**config.mk**
```make
export PLATFORM = sky130hd
export DESIGN_NAME = length_prefixed_frame_deframer_crc32
export DESIGN_NICKNAME = d
export VERILOG_FILES = /design/src/hdl/lpfd_pkg.sv /design/src/hdl/lpfd_parser.sv /design/src/hdl/lpfd_out_buf.sv /design/src/hdl/length_prefixed_frame_deframer_crc32.sv
export SDC_FILE = /design/constraint.sdc
export NUM_CORES = 1
export LEC_CHECK = 0
export BUFFER_PORTS_ARGS = -buffer_cell sky130_fd_sc_hd__buf_4
export CORE_ASPECT_RATIO = 0.7
export CORE_MARGIN = 2
export CORE_UTILIZATION = 50
export CTS_BUF_LIST = sky130_fd_sc_hd__clkbuf_4 sky130_fd_sc_hd__clkbuf_8
export DETAILED_ROUTE_END_ITERATION = 8
export PLACE_DENSITY = 0.67
export RECOVER_POWER = 100
export SLEW_MARGIN = 20
export SYNTH_ARGS = -nofsm -noshare
export SYNTH_HDL_FRONTEND = slang
export SYNTH_HIERARCHICAL = 1
export SYNTH_SLANG_ARGS = --single-unit
export TNS_END_PERCENT = 50
```
**constraint.sdc**
```tcl
create_clock -name clk -period 10.2 [get_ports clk]
set_input_delay 1.53 -clock clk [delete_from_list [all_inputs] [get_ports clk]]
set_output_delay 1.53 -clock clk [all_outputs]
set_load 0.05 [all_outputs]
```
**src/hdl/lpfd_pkg.sv**
```systemverilog
package lpfd_pkg;

  localparam logic [31:0] CRC_POLY = 32'hEDB88320;

  localparam logic OUT_KIND_PAYLOAD   = 1'b0;
  localparam logic OUT_KIND_FRAME_END = 1'b1;

  // One result item as it travels from the parser to the output buffer.
  typedef struct packed {
    logic        kind;
    logic [7:0]  payload_byte;
    logic [15:0] msg_type;
    logic [31:0] msg_length;
    logic        crc_ok;
  } lpfd_result_t;

  // Reflected CRC-32 update over one byte; unrolls to an XOR network.
  function automatic logic [31:0] crc32_byte(input logic [31:0] crc, input logic [7:0] b);
    logic [31:0] c;
    c = crc ^ {24'd0, b};
    for (int i = 0; i < 8; i++) begin
      if (c[0]) begin
        c = (c >> 1) ^ CRC_POLY;
      end else begin
        c = c >> 1;
      end
    end
    return c;
  endfunction

endpackage

```
**src/hdl/lpfd_parser.sv**
```systemverilog
module lpfd_parser (
  input  logic                  clk,
  input  logic                  rst,
  input  logic                  take,
  input  logic [7:0]            in_byte,
  output logic                  res_valid,
  output lpfd_pkg::lpfd_result_t res
);
  import lpfd_pkg::*;

  typedef enum logic [3:0] {
    PH_HEADER = 4'd0,
    PH_TYPE1  = 4'd1,
    PH_TYPE2  = 4'd2,
    PH_LEN1   = 4'd3,
    PH_LEN2   = 4'd4,
    PH_LEN3   = 4'd5,
    PH_LEN4   = 4'd6,
    PH_DATA   = 4'd7,
    PH_CRC1   = 4'd8,
    PH_CRC2   = 4'd9,
    PH_CRC3   = 4'd10,
    PH_CRC4   = 4'd11
  } phase_t;

  phase_t      phase, phase_next;
  logic [31:0] running_crc, running_crc_next;
  logic [15:0] frame_type, frame_type_next;
  logic [31:0] frame_length, frame_length_next;
  logic [31:0] bytes_left, bytes_left_next;
  logic [31:0] received_crc, received_crc_next;
  logic [31:0] crc_upd;
  logic [31:0] left_dec;
  logic [31:0] rx_crc_full;

  assign crc_upd     = crc32_byte(running_crc, in_byte);
  assign left_dec    = bytes_left - 32'd1;
  assign rx_crc_full = {received_crc[31:8], in_byte};

  always_comb begin
    phase_next        = phase;
    running_crc_next  = running_crc;
    frame_type_next   = frame_type;
    frame_length_next = frame_length;
    bytes_left_next   = bytes_left;
    received_crc_next = received_crc;
    res_valid         = 1'b0;
    res.kind          = OUT_KIND_PAYLOAD;
    res.payload_byte  = 8'd0;
    res.msg_type      = frame_type;
    res.msg_length    = frame_length;
    res.crc_ok        = 1'b0;
    unique case (phase)
      PH_TYPE1: begin
        frame_type_next  = {in_byte, 8'd0};
        running_crc_next = crc_upd;
        phase_next       = PH_TYPE2;
      end
      PH_TYPE2: begin
        frame_type_next  = {frame_type[15:8], in_byte};
        running_crc_next = crc_upd;
        phase_next       = PH_LEN1;
      end
      PH_LEN1: begin
        frame_length_next = {in_byte, 24'd0};
        running_crc_next  = crc_upd;
        phase_next        = PH_LEN2;
      end
      PH_LEN2: begin
        frame_length_next = {frame_length[31:24], in_byte, 16'd0};
        running_crc_next  = crc_upd;
        phase_next        = PH_LEN3;
      end
      PH_LEN3: begin
        frame_length_next = {frame_length[31:16], in_byte, 8'd0};
        running_crc_next  = crc_upd;
        phase_next        = PH_LEN4;
      end
      PH_LEN4: begin
        frame_length_next = {frame_length[31:8], in_byte};
        bytes_left_next   = {frame_length[31:8], in_byte};
        running_crc_next  = crc_upd;
        if ({frame_length[31:8], in_byte} != 32'd0) begin
          phase_next = PH_DATA;
        end else begin
          phase_next = PH_CRC1;
        end
      end
      PH_DATA: begin
        running_crc_next = crc_upd;
        bytes_left_next  = left_dec;
        if (left_dec == 32'd0) begin
          phase_next = PH_CRC1;
        end
        res_valid        = 1'b1;
        res.payload_byte = in_byte;
      end
      PH_CRC1: begin
        received_crc_next = {in_byte, 24'd0};
        phase_next        = PH_CRC2;
      end
      PH_CRC2: begin
        received_crc_next = {received_crc[31:24], in_byte, 16'd0};
        phase_next        = PH_CRC3;
      end
      PH_CRC3: begin
        received_crc_next = {received_crc[31:16], in_byte, 8'd0};
        phase_next        = PH_CRC4;
      end
      PH_CRC4: begin
        received_crc_next = rx_crc_full;
        res_valid         = 1'b1;
        res.kind          = OUT_KIND_FRAME_END;
        res.crc_ok        = (rx_crc_full == running_crc);
        phase_next        = PH_HEADER;
        running_crc_next  = 32'd0;
        bytes_left_next   = 32'd0;
      end
      default: begin
        // Hunting for the header; unused phase codes behave the same way.
        // The CRC of a single zero byte from a zero start is zero.
        running_crc_next = 32'd0;
        if (in_byte != 8'd0) begin
          phase_next      = PH_HEADER;
          bytes_left_next = 32'd0;
        end else begin
          phase_next = PH_TYPE1;
        end
      end
    endcase
  end

  always_ff @(posedge clk) begin
    if (rst) begin
      phase        <= PH_HEADER;
      running_crc  <= 32'd0;
      frame_type   <= 16'd0;
      frame_length <= 32'd0;
      bytes_left   <= 32'd0;
      received_crc <= 32'd0;
    end else if (take) begin
      phase        <= phase_next;
      running_crc  <= running_crc_next;
      frame_type   <= frame_type_next;
      frame_length <= frame_length_next;
      bytes_left   <= bytes_left_next;
      received_crc <= received_crc_next;
    end
  end

endmodule

```
**src/hdl/lpfd_out_buf.sv**
```systemverilog
module lpfd_out_buf (
  input  logic                  clk,
  input  logic                  rst,
  input  logic                  push,
  input  lpfd_pkg::lpfd_result_t din,
  output logic                  space,
  output logic                  out_valid,
  input  logic                  out_ready,
  output lpfd_pkg::lpfd_result_t dout
);
  import lpfd_pkg::*;

  logic         main_valid;
  logic         skid_valid;
  lpfd_result_t main_data;
  lpfd_result_t skid_data;
  logic         drain;

  // The main register can take a new entry when it is empty or being read.
  assign drain     = !main_valid || out_ready;
  assign space     = !skid_valid;
  assign out_valid = main_valid;
  assign dout      = main_data;

  always_ff @(posedge clk) begin
    if (rst) begin
      main_valid <= 1'b0;
      skid_valid <= 1'b0;
    end else if (drain) begin
      if (skid_valid) begin
        main_valid <= 1'b1;
        skid_valid <= push;
      end else begin
        main_valid <= push;
      end
    end else if (push) begin
      skid_valid <= 1'b1;
    end
  end

  always_ff @(posedge clk) begin
    if (drain) begin
      if (skid_valid) begin
        main_data <= skid_data;
        if (push) begin
          skid_data <= din;
        end
      end else if (push) begin
        main_data <= din;
      end
    end else if (push) begin
      skid_data <= din;
    end
  end

endmodule

```
**src/hdl/length_prefixed_frame_deframer_crc32.sv**
```systemverilog
// Length-prefixed frame deframer with CRC-32 check. Bytes of the received
// stream enter one per request on the input channel; frames are a zero header
// byte, a big-endian 16-bit type, a big-endian 32-bit payload length, the
// payload and a big-endian 32-bit CRC. Nonzero bytes seen while hunting for
// the header are dropped. Every payload byte leaves as a request with out_kind
// low, and after the last CRC byte one request with out_kind high carries the
// type, the length and crc_ok. The CRC is the reflected CRC-32 (polynomial
// 0xEDB88320) over header, type, length and payload, starting from zero with
// no final inversion. The block takes one byte every clock cycle while
// in_ready is high: the bytewise CRC update and the parser state advance in
// the same cycle the byte is accepted, and each result is registered before it leaves.
// A two-entry output buffer keeps in_ready free of any path from out_ready, so
// in_ready drops only when two results wait unread.
module length_prefixed_frame_deframer_crc32 (
  input  logic        clk,
  input  logic        rst,
  input  logic        in_valid,
  output logic        in_ready,
  input  logic [7:0]  in_byte,
  output logic        out_valid,
  input  logic        out_ready,
  output logic        out_kind,
  output logic [7:0]  payload_byte,
  output logic [15:0] msg_type,
  output logic [31:0] msg_length,
  output logic        crc_ok
);
  import lpfd_pkg::*;

  logic         take;
  logic         res_valid;
  lpfd_result_t res;
  lpfd_result_t out_data;
  logic         space;

  // A byte is taken whenever the output buffer has a free entry, whether or
  // not this byte will produce a result.
  assign in_ready = space;
  assign take     = in_valid && in_ready;

  lpfd_parser u_parser (
    .clk       (clk),
    .rst       (rst),
    .take      (take),
    .in_byte   (in_byte),
    .res_valid (res_valid),
    .res       (res)
  );

  lpfd_out_buf u_out_buf (
    .clk       (clk),
    .rst       (rst),
    .push      (take && res_valid),
    .din       (res),
    .space     (space),
    .out_valid (out_valid),
    .out_ready (out_ready),
    .dout      (out_data)
  );

  // Unpack the buffered result onto the individual output ports.
  assign out_kind     = out_data.kind;
  assign payload_byte = out_data.payload_byte;
  assign msg_type     = out_data.msg_type;
  assign msg_length   = out_data.msg_length;
  assign crc_ok       = out_data.crc_ok;

endmodule
```
# After elaboration in Yosys (flattened, before gate mapping)
# Index checks and enable logic that the tools add are counted.
word_totals:
  out_inout_bits: 60
  regBits: 258
  inputBits: 12
  wordCells: 122
op_classes:
  n_bitwise: 18
  eq_ne: 14
  addsub: 1
  mux: 31
  reduce_logical: 34
op_table:
  columns: ["operator", "count"]
  rows:
  - ["$pmux W32 S4", 3]
  - ["$mux W58", 5]
  - ["$mux W32", 9]
  - ["$not A13 Y14", 8]
  - ["$pmux W32 S2", 1]
  - ["$pmux W4 S11", 1]
  - ["$eq A32 B32 Y1", 1]
  - ["$logic_not A32 Y1", 1]
  - ["$pmux W16 S2", 1]
  - ["$reduce_bool A32 Y1", 1]
  - ["$sub A32 B1 Y32 const B", 1]
  - ["$xor A32 B8 Y32", 1]
  - ["$eq A4 B3 Y1 const B", 4]
  - ["$eq A4 B4 Y1 const B", 4]
  - ["$reduce_and A3 Y1", 4]
  - ["$reduce_and A2 Y1", 5]
  - ["$reduce_and A5 Y1", 2]
  - ["$reduce_bool A2 Y1", 5]
  - ["$not A1 Y1", 9]
  - ["$eq A4 B2 Y1 const B", 2]
  - ["$mux W1", 8]
  - ["$mux W4", 2]
  - ["$mux W8", 1]
  - ["$reduce_and A4 Y1", 2]
  - ["other kinds (12)", 17]

# Logic depth before layout (Yosys ltp)
# Gate-level depths: netlist of the first run.
logic_depth:
  ltp_word: 18
  depth_mapped: 11
  ltp_nobuf: 9

# Cells and area by module
# The synthesis of the first run kept the hierarchy.
by_module_without_submodules:
  columns: ["mod", "instances", "seq_area_each_um2", "area_each_um2", "cells_per_inst"]
  rows:
  - ["lpfd_parser", 1, 2802.7, 7374.6, 918]
  - ["lpfd_out_buf", 1, 3523.4, 4559.4, 193]
  - ["length_prefixed_frame_deframer_crc32", 1, 0.0, 12.5, 2]

# Worst setup path after synthesis of the first run
# Ideal clock, no wire load.
synth_path:
  kind: "input-to-reg"
  startpoint: "input port in_valid"
  endpoint: "register u_out_buf.main_data (netlist bit u_out_buf/dout[0]), enable pin"
  required_time_ns: 9.726
  cell_stages: 3
  arrival_time_ns: 4.221
  path_slack_ns: 5.505
  setup_ns: 0.474
  n_path_buf: 0
  path_cell_list: "and3_1 > nor2_1 > nor2_1"
synth_via:
  elab_chain_cells: 4
synth_lines:
  columns: ["element", "line", "source"]
  rows:
  - ["from (decl)", "length_prefixed_frame_deframer_crc32.sv:17", "input logic in_valid,"]
  - ["$logic_and A1 B1 Y1", "length_prefixed_frame_deframer_crc32.sv:39", "assign take = in_valid && in_ready;"]
  - ["$logic_and A1 B1 Y1", "length_prefixed_frame_deframer_crc32.sv:53", ".push (take && res_valid),"]
  - ["$reduce_bool A2 Y1 (no source line)", null, null]
  - ["$reduce_and A2 Y1 (no source line)", null, null]
  - ["to (signal assigned)", "lpfd_out_buf.sv:44", "main_data <= skid_data;"]
  - ["to (signal assigned)", "lpfd_out_buf.sv:49", "main_data <= din;"]
  - ["to (decl)", "lpfd_out_buf.sv:15", "lpfd_result_t main_data;"]
# Every way passes these cells.
# A chain may end at the register's enable or synchronous reset.

==> results.json, run 1 <==
{
  "nNetsFinal": 1188,
  "cts_setup_buffers": 0,
  "tns_ps": 0,
  "rsz0062_at_grt": "no",
  "area_delta_synth_final_pct": 8.78,
  "outcome": "finished with violations",
  "period_share": 0.618,
  "ys_seq_elements": 258,
  "synth_adder_area_share": 0.00838,
  "syn_nets": 1133,
  "end_kind": "flop",
  "wire_per_inst_microns": 19.6,
  "drt-vias-per-instance": 5.77,
  "met2_usage": 0.301,
  "globalplace.congestion": 0.899,
  "period_needed_ps": 6310,
  "maxCapViolations": 7,
  "h-tree-depth": 2,
  "vias": 8756,
  "drt-initial-drc-count": 1227,
  "rrSetupSlack_ps": 4070,
  "synth-edff-count": 116,
  "final_layout_size_suffix_gt1_frac": 0.0875,
  "p_per_area_nw_per_um2": 172,
  "start_kind": "input port",
  "grt_first_pass_wirelength_mm": 45.6,
  "grtUsageMet1": 0.372,
  "hold_buffers": 0,
  "fp.dieH_microns": 133,
  "num_rows": 47,
  "synth.distinct_cells": 70,
  "grt_util_met3": 0.0527,
  "synth_mux_area_frac": 0.0826,
  "synth_xor_area_frac": 0.0773,
  "fin_area_sq_um": 13000,
  "r2r_cells": 4,
  "drc": 0,
  "slew_violations": 361,
  "cts_tree": "done",
  "max_freq_ghz": 0.159,
  "peakVddDrop_uv": 88.8,
  "syn_area_per_cell_sq_um": 10.7,
  "synth_top_family_by_area": "simple AND/OR/NAND/NOR gates",
  "place_area_sq_um": 12600,
  "crit_required_ps": 10630,
  "drt_wl_total_mm": 29.7,
  "synth-main-ff-cell": "dfxtp_1",
  "worst_slew_pin_slew_ps": 4120,
  "top_usage_layer": "met1",
  "synthArstFlopShare": 0,
  "hold-path-cell-count": 0,
  "finClkSkew_ps": 18.0,
  "synth_compound_area_frac": 0.121,
  "cts_buffer_depth": 3,
  "first_pass_iters": 7,
  "hpwl_mm": 19.3,
  "synthSimpleGateAreaFrac": 0.148,
  "portBuffers": 71,
  "clock_sinks": 258,
  "path_class": "input port to flop",
  "cts_resized": 0,
  "slew_headroom": -1.75,
  "syn_inst": 1113,
  "antenna_cells": 0,
  "start_util": 0.508,
  "die_w_microns": 189,
  "insertion_delay_ps": 540,
  "root_buffer": "clkbuf_8",
  "antenna_found_initial": 0,
  "ios": 72,
  "setup_viol": 0,
  "violations": "capacitance limit, slew limit",
  "final-hold-violation-count": 0,
  "grt_max_degree": 92,
  "die_area_sq_um": 25200,
  "ys_seq_area_frac": 0.530,
  "ant_nets": 0,
  "arrival_ps": 6740,
  "grt_overflow": 0,
  "mappedNetlistArea_sq_um": 11900,
  "core-area_sq_um": 23500,
  "cts_inserted_buffers": 40,
  "ys_warn_count": 6,
  "clk_pin_slew_ps": 60,
  "grt_pass1_vias": 7850,
  "p_leak_nw": 4.55,
  "hold_class": "flop to flop",
  "grtUsageTotal": 0.231,
  "path_max_fanout": 91
}
## sequential cells by signal, indices dropped and copies added (netlist names)
signal / cells
u_parser/running_crc: 32
u_parser/bytes_left: 32
u_parser/phase: 4
u_parser/frame_type: 16
u_out_buf/skid_valid: 1
u_out_buf/dout: 58
u_out_buf/skid_data: 58
u_out_buf/out_valid: 1
u_parser/frame_length: 32
u_parser/received_crc: 24
## report_power, final
group	leakage, nW	switching [mW]	internal [mW]	total (mW)
Clock	0.470	0.397	0.515	0.912
Combinational	1.85	0.143	0.0830	0.226
Sequential	2.22	0.0142	1.08	1.09
Total	4.55	0.554	1.68	2.23
## cell usage in the layout, fill, tap and decap left out, types with 4 or more instances in the layout
master    count
clkbuf_4     19
o31ai_1       4
a32o_1        5
or3_1         7
edfxtp_1    116
a22oi_1      63
dfxtp_1     142
nand2_1      98
buf_4        10
ha_1          8
xor2_1       24
o21a_1        4
a21oi_1      70
xnor2_1      75
o21ai_0      36
nor2_1      141
clkbuf_8     50
o211ai_1      6
nand3_1      24
mux2i_1      12
clkbuf_1     71
inv_1         9
nor4_1       19
mux2_2        6
a221oi_1      5
a21boi_0      4
nor3_1       25
and3_1        7
and2_0       10
mux2_1       51
nand4_1      14
nand2b_1      8
## stage by stage
step           total power, mW  utilization  setup WS (ps)  hold WS [ps]  std cells
2_1_floorplan             1.29            -           5500           430       1113
3_3_place_gp              1.34        0.536           6320           440       1444
3_5_place_dp              1.34        0.536           6240           447       1444
4_1_cts                   2.25        0.573           6780           463       1518
5_1_grt                   2.32        0.552           3350           470       1518
6_report                  2.23        0.552           3890           457       1518
## metal layers
metal,part of all wire,wire (microns),vias up
met2,0.39,11500,452
met4,0.020,585,0
met1,0.49,14700,4119
met5,0,0,-
li1,-,-,4131
met3,0.098,2930,54
## worst max-delay path, cell delays in order
cell	delay, ps
clkbuf_1	1680
clkbuf_1	3010
o21bai_1	400
mux2i_1	80
## cells by family after synthesis
family,count (synthesis)
simple gates,378
flops,258
compound gates,219
xor+xnor,102
buf+inv,77
mux,71
fa+ha+maj,8
## synthesized netlist by cell type, types with 3 or more instances
| cell type | count | area share |
|---|---|---|
| clkbuf_1 | 52 | 0.016 |
| a221oi_1 | 5 | 0.0037 |
| xnor2_1 | 75 | 0.055 |
| and3_1 | 7 | 0.0037 |
| a22oi_1 | 63 | 0.040 |
| nand4b_1 | 3 | 0.0022 |
| mux2_2 | 5 | 0.0047 |
| edfxtp_1 | 116 | 0.29 |
| o21a_1 | 4 | 0.0025 |
| dfxtp_1 | 142 | 0.24 |
| or4_1 | 3 | 0.0019 |
| and2_1 | 11 | 0.0058 |
| nand2_1 | 98 | 0.031 |
| a211oi_1 | 3 | 0.0019 |
| a21boi_0 | 4 | 0.0025 |
| nand3_1 | 24 | 0.010 |
| nor4_1 | 20 | 0.010 |
| mux2i_1 | 12 | 0.010 |
| nand4_1 | 14 | 0.0073 |
| buf_2 | 6 | 0.0025 |
| inv_1 | 9 | 0.0028 |
| or3_1 | 7 | 0.0037 |
| a21oi_1 | 69 | 0.029 |
| nor3_1 | 25 | 0.010 |
| xor2_1 | 24 | 0.018 |
| nor2_1 | 141 | 0.044 |
| mux2_4 | 54 | 0.068 |
| o31ai_1 | 4 | 0.0025 |
| buf_12 | 6 | 0.010 |
| o21ai_0 | 36 | 0.015 |
| a32o_1 | 5 | 0.0042 |
| nand2b_1 | 8 | 0.0042 |
| o211ai_1 | 6 | 0.0038 |
| ha_1 | 8 | 0.0084 |
## final timing paths
path	startpoint	endpoint
worst max-delay path	rst	u_parser/phase[2]$_SDFFE_PP0P_
worst min-delay path	u_parser/frame_type[1]$_SDFFE_PP0P_	u_out_buf/skid_data[34]$_DFFE_PP_
worst max register to register	u_out_buf/skid_valid$_SDFFE_PP0P_	u_out_buf/dout[3]$_DFFE_PP_
worst min register to register	u_parser/frame_type[1]$_SDFFE_PP0P_	u_out_buf/skid_data[34]$_DFFE_PP_
## cell type report
cell class              count  area, sq um
clock buffers              69          831
clock inverters             5         40.0
fillers                  2151        10500
inverters                   9         33.8
multi-input cells         778         5020
flip-flops and latches    258         6330
well taps                 318          398
repair buffers             81          342
Power figures use the tool's default switching activity.
==> run 2: changes to the inputs <==
ABC_AREA = 1   (was not set)
PLACE_DENSITY = 0.69   (was 0.67)
clock period = 5.3 ns   (was 10.2 ns; I/O delays follow)
==> run 2 against run 1 <==
- the flow still finishes with violations (capacitance limit, slew limit)
- hold slack improved by 1.5 ps
- clock power up 94%
- clock-buffer cell count fell by 4
- largest power group unchanged
- largest cell class unchanged
- die area grew 2.3%
- via count rose by 17%
- utilization increased by 1.7 points
==> results.json, run 2 <==
{
  "outcome": "finished with violations",
  "violations": "capacitance limit, slew limit",
  "nNetsFinal": 1524,
  "core-area_sq_um": 23800,
  "most-common-layout-cells": "nand2_1, dfxtp_1, nor2_1",
  "maxCapViolations": 4,
  "start_kind": "flop",
  "globalplace.congestion": 0.924,
  "grt_overflow": 0,
  "slew_headroom": -0.826,
  "syn_area_per_cell_sq_um": 8.47,
  "mappedNetlistArea_sq_um": 12200,
  "final_layout_size_suffix_gt1_frac": 0.0879,
  "first_pass_iters": 6,
  "insertion_delay_ps": 570,
  "drt-vias-per-instance": 5.55,
  "r2r_cells": 11,
  "layout_commonest_cell": "nand2_1",
  "antenna_found_initial": 0,
  "synthTopCellsByArea": "edfxtp_1, dfxtp_1, nand2_1",
  "place_area_sq_um": 12900,
  "syn_inst": 1443,
  "cp_num_cells": 3,
  "path_max_fanout": 62,
  "syn_nets": 1463,
  "cts_resized": 0,
  "path_class": "flop to primary output",
  "area_delta_synth_final_pct": 10.8,
  "max_freq_ghz": 0.240,
  "grt_max_degree": 63,
  "num_rows": 47,
  "grtUsageTotal": 0.262,
  "ant_nets": 0,
  "worst_slew_pin_slew_ps": 2740,
  "ys_seq_area_frac": 0.517,
  "ys_warn_count": 6,
  "cp_top_family": "buffers and inverters",
  "portBuffers": 71,
  "period_needed_ps": 4170,
  "ios": 72,
  "power_mw": 4.90,
  "cts_buffer_depth": 3,
  "drt_wl_total_mm": 33.6,
  "die_w_microns": 191,
  "synthArstFlopShare": 0,
  "synth-edff-count": 116,
  "timing.final.ws_setup_ps": 1130,
  "r2r-end": "u_parser/bytes_left[22]$_SDFFE_PP0P_",
  "setup_viol": 0,
  "synth.distinct_cells": 44,
  "slew_violations": 157,
  "synth_top_area_cell": "edfxtp_1",
  "grt_pass1_vias": 9161,
  "clock_sinks": 258,
  "period_share": 0.786,
  "clk_pin_slew_ps": 60,
  "end_kind": "primary output",
  "peakVddDrop_uv": 201,
  "ys_seq_elements": 258,
  "die_area_sq_um": 25700,
  "synth_top_area_frac": 0.285,
  "cts_tree": "done",
  "hold_buffers": 0,
  "r2r_start": "u_parser/phase[2]$_SDFFE_PP0P_",
  "antenna_cells": 0,
  "stdcell_count": 1853,
  "crit_start": "u_out_buf/skid_valid$_SDFFE_PP0P_",
  "dp_cells": 1780,
  "nFillCells": 2235,
  "p_per_area_nw_per_um2": 362,
  "final-hold-violation-count": 0,
  "fp.dieH_microns": 135,
  "vias": 10279,
  "arrival_ps": 3370,
  "finClkSkew_ps": 27.0,
  "hpwl_mm": 23.4,
  "tns_ps": 0,
  "cts_setup_buffers": 0,
  "synth-main-ff-cell": "dfxtp_1",
  "p_leak_nw": 5.38,
  "yosysMostFrequentCell": "nand2_1",
  "wire_per_inst_microns": 18.1,
  "slowest_stage": "clkbuf_1",
  "root_buffer": "clkbuf_8",
  "path_buf_inv": 3,
  "start_util": 0.513,
  "post-place-ws_ps": 1920,
  "h-tree-depth": 2,
  "ys_top_cells_by_count": "nand2_1, dfxtp_1, nor2_1",
  "critical_path.max_stage_delay_ps": 1930,
  "crit_required_ps": 4510,
  "cp-endpoint": "in_ready",
  "rrSetupSlack_ps": 1450,
  "fin_area_sq_um": 13600,
  "grt_first_pass_wirelength_mm": 52.1,
  "cts_inserted_buffers": 40,
  "drc": 0,
  "drt-initial-drc-count": 1263,
  "hold_class": "flop to flop",
  "path_cells": "clkinvlp_2 -> clkbuf_1 -> buf_4",
  "rsz0062_at_grt": "no"
}
run 2: cell count changes in the layout (fill, tap and decap cells not counted), moves of 13 or more:
cell,previous run,this run
a21oi_1,70,133
a221oi_1,5,26
a22oi_1,63,6
inv_1,9,85
inv_2,0,13
mux2_1,51,0
nand2_1,98,428
nand3_1,24,54
nor3_1,25,7
xnor2_1,75,21
xor2_1,24,54
run 2: layout make-up:
class	instances	area (sq um)	share of cell area
timing repair buffer	83	383	0.0282
inverter	100	377	0.0278
tap	318	398	0.0294
sequential	258	6330	0.467
clock inverter	8	76.3	0.00563
multi-input combinational	1021	5220	0.385
clock buffer	65	776	0.0572
run 2: routing by layer:
layer  track usage  vias up  wire length [microns]
li1              -     4933                      -
met1         0.414     4812                  16200
met2         0.355      479                  13400
met3        0.0559       55                   3340
met4        0.0792        0                    665
met5             0        -                      0
run 2: worst min path at each step:
stage / startpoint / to / slack [ps] / cells after the start
6_report: u_parser/frame_length[5]$_SDFFE_PP0P_ / u_out_buf/skid_data[6]$_DFFE_PP_ / 460 / 0
5_1_grt: u_parser/frame_type[7]$_SDFFE_PP0P_ / u_out_buf/skid_data[40]$_DFFE_PP_ / 480 / 0
4_1_cts: u_parser/frame_length[4]$_SDFFE_PP0P_ / u_out_buf/skid_data[5]$_DFFE_PP_ / 460 / 0
3_5_place_dp: u_parser/frame_length[4]$_SDFFE_PP0P_ / u_out_buf/skid_data[5]$_DFFE_PP_ / 450 / 0
3_3_place_gp: u_parser/frame_type[6]$_SDFFE_PP0P_ / u_out_buf/skid_data[39]$_DFFE_PP_ / 440 / 0
2_1_floorplan: u_parser/frame_type[8]$_SDFFE_PP0P_ / u_out_buf/skid_data[41]$_DFFE_PP_ / 430 / 0
run 2: cell families after synthesis:
logic type | synth area share
AND/OR/NAND/NOR | 0.230
buffers and inverters | 0.0574
XOR/XNOR | 0.0739
AO/OA/AOI/OAI | 0.113
adder cells (fa/ha/maj) | 0.00819
flip-flops | 0.517
run 2: power breakdown:
group          switching [mW]  total [mW]  internal (mW)
combinational           0.620       0.923          0.303
clock                   0.786        1.77          0.980
sequential             0.0780        2.22           2.14
total                    1.48        4.90           3.42
run 2: through the flow:
step,util,hold WS (ps)
2_1_floorplan,-,425
3_3_place_gp,0.543,442
3_5_place_dp,0.543,446
4_1_cts,0.579,462
5_1_grt,0.569,482
6_report,0.569,459
==> run 3: changes to the inputs <==
ABC_AREA = 0   (was 1)
PLACE_DENSITY = 0.67   (was 0.69)
clock period = 4 ns   (was 5.3 ns; I/O delays follow)
==> run 3 against run 2 <==
- the run still ends with capacitance limit, slew limit left
- cell area decreased by 4.2%
- sequential power increased by 26%
- clock-buffer cell count fell by 3
- clock power grew 24%
- register-to-register slack lost 910 ps
- sequential share of layout area up 2.1 points
- critical path depth grew 4
- non-clock buffer count grew 3
- hold slack lost 49 ps
- wire length decreased by 10%
- critical path type is now flop to flop
- largest power group unchanged
- highest routed layer unchanged
==> results.json, run 3 (same netlist as run 1, synthesis figures left out) <==
{
  "start_util": 0.508,
  "grt_util_met3": 0.0474,
  "cts_resized": 0,
  "ios": 72,
  "met2_usage": 0.290,
  "cts_buffer_depth": 3,
  "root_buffer": "clkbuf_8",
  "rrSetupSlack_ps": 540,
  "hp-start": "in_byte[5]",
  "cp_top_family": "compound AO/OA/AOI/OAI gates",
  "utilization": 0.552,
  "most-common-layout-cells": "nor2_1, dfxtp_1, edfxtp_1",
  "num_rows": 47,
  "globalplace.congestion": 0.904,
  "finClkSkew_ps": 19.6,
  "clock_sinks": 258,
  "drt-initial-drc-count": 1147,
  "top_usage_layer": "met1",
  "cp_num_cells": 7,
  "first_pass_iters": 6,
  "ant_nets": 0,
  "hpwl_mm": 19.6,
  "die_area_sq_um": 25200,
  "hold_buffers": 0,
  "start_kind": "flop",
  "path_max_fanout": 11,
  "wire_per_inst_microns": 19.8,
  "hold-path-cell-count": 3,
  "nFillCells": 2093,
  "grt_pass1_vias": 7723,
  "rsz0062_at_grt": "no",
  "violations": "capacitance limit, slew limit",
  "hold_end": "u_parser/frame_type[13]$_SDFFE_PP0P_",
  "multi_input_area_sq_um": 5000,
  "drc": 0,
  "r2r-end": "u_parser/phase[1]$_SDFFE_PP0P_",
  "h-tree-depth": 2,
  "vias": 8830,
  "final_layout_size_suffix_gt1_frac": 0.0899,
  "die_w_microns": 189,
  "grt_max_degree": 96,
  "cts_tree": "done",
  "r2r_cells": 7,
  "peakVddDrop_uv": 297,
  "grt_overflow": 0,
  "path_buf_inv": 0,
  "slowest_stage": "a2111oi_0",
  "fp.dieH_microns": 133,
  "post-place-ws_ps": 965,
  "final-hold-violation-count": 0,
  "slew_headroom": -0.0790,
  "seqCellArea_sq_um": 6330,
  "crit_required_ps": 4470,
  "outcome": "finished with violations",
  "timing.final.ws_setup_ps": 539,
  "antenna_cells": 0,
  "core-area_sq_um": 23500,
  "worst_slew_pin_slew_ps": 1620,
  "period_share": 0.865,
  "r2r_start": "u_parser/bytes_left[7]$_SDFFE_PP0P_",
  "period_needed_ps": 3460,
  "insertion_delay_ps": 550,
  "area_delta_synth_final_pct": 8.65,
  "antenna_found_initial": 0,
  "portBuffers": 71,
  "clk_pin_slew_ps": 60,
  "grtUsageTotal": 0.232,
  "grtUsageMet1": 0.389,
  "crit_start": "u_parser/bytes_left[7]$_SDFFE_PP0P_",
  "cts_setup_buffers": 0,
  "critical_path.max_stage_delay_ps": 790,
  "end_kind": "flop",
  "slew_violations": 64,
  "drt_wl_total_mm": 30.1,
  "grt_first_pass_wirelength_mm": 45.9,
  "nNetsFinal": 1193,
  "maxCapViolations": 1,
  "path_cells": "nor4_2 -> nand4_1 -> o31ai_1 -> nand4_1 -> a2111oi_0 -> mux2_1 -> a21oi_2",
  "p_per_area_nw_per_um2": 429,
  "hold_class": "input port to flop",
  "setup_viol": 0,
  "drt-vias-per-instance": 5.81,
  "path_class": "flop to flop",
  "arrival_ps": 3930,
  "max_freq_ghz": 0.289,
  "cts_inserted_buffers": 40,
  "p_leak_nw": 4.56,
  "cpMostUsedCell": "nand4_1",
  "tns_ps": 0
}
-- run 3: cell count changes in the layout (fill, tap and decap cells not counted), sizes merged, moves of 21 or more --
cell    change
a21oi      -64
a22oi      +57
mux2       +59
nand2     -334
xor2       -35
nand3      -30
a221oi     -21
xnor2      +50
inv        -88
-- run 3: worst register-to-register path, stage by stage (launching register included) --
cell and delay (ps):
dfxtp_1 360, nor4_2 600, nand4_1 540, o31ai_1 450, nand4_1 150, a2111oi_0 790, mux2_1 400, a21oi_2 110
-- run 3: power by group --
| group | internal [mW] | switching [mW] | total, mW |
|---|---|---|---|
| registers | 2.75 | 0.0345 | 2.79 |
| logic | 0.219 | 0.370 | 0.589 |
| clock network | 1.18 | 1.01 | 2.19 |
| total | 4.15 | 1.41 | 5.57 |
-- run 3: routing by layer --
layer,share of wire,routed length (microns)
met3,0.095,2860
met5,0,0
met1,0.51,15300
met4,0.019,569
met2,0.38,11400
-- run 3: worst max path at each step --
stage                     slack [ps]                               endpoint
after floorplan                  430            u_out_buf/dout[0]$_DFFE_PP_
after global placement          1070  u_parser/running_crc[23]$_SDFFE_PP0P_
after detailed placement         960         u_parser/phase[1]$_SDFFE_PP0P_
after CTS                        950         u_parser/phase[1]$_SDFFE_PP0P_
after global routing             380         u_parser/phase[1]$_SDFFE_PP0P_
final                            540         u_parser/phase[1]$_SDFFE_PP0P_
-- run 3: through the flow --
step | total power [mW] | hold WS (ps) | instances | instance area, sq um
2_1_floorplan | 3.28 | 430 | 1113 | 11900
3_3_place_gp | 3.42 | 440 | 1449 | 12700
3_5_place_dp | 3.42 | 447 | 1449 | 12700
4_1_cts | 5.61 | 382 | 1519 | 13500
5_1_grt | 5.78 | 401 | 1519 | 13000
6_report | 5.57 | 410 | 1519 | 13000
-- run 3: final cells by class --
| type | count | area share |
|---|---|---|
| timing repair buffer | 86 | 0.0331 |
| clock inverter | 8 | 0.00376 |
| inverter | 9 | 0.00260 |
| clock buffer | 62 | 0.0571 |
| sequential | 258 | 0.488 |
| multi-input combinational | 778 | 0.385 |
| tap | 318 | 0.0307 |
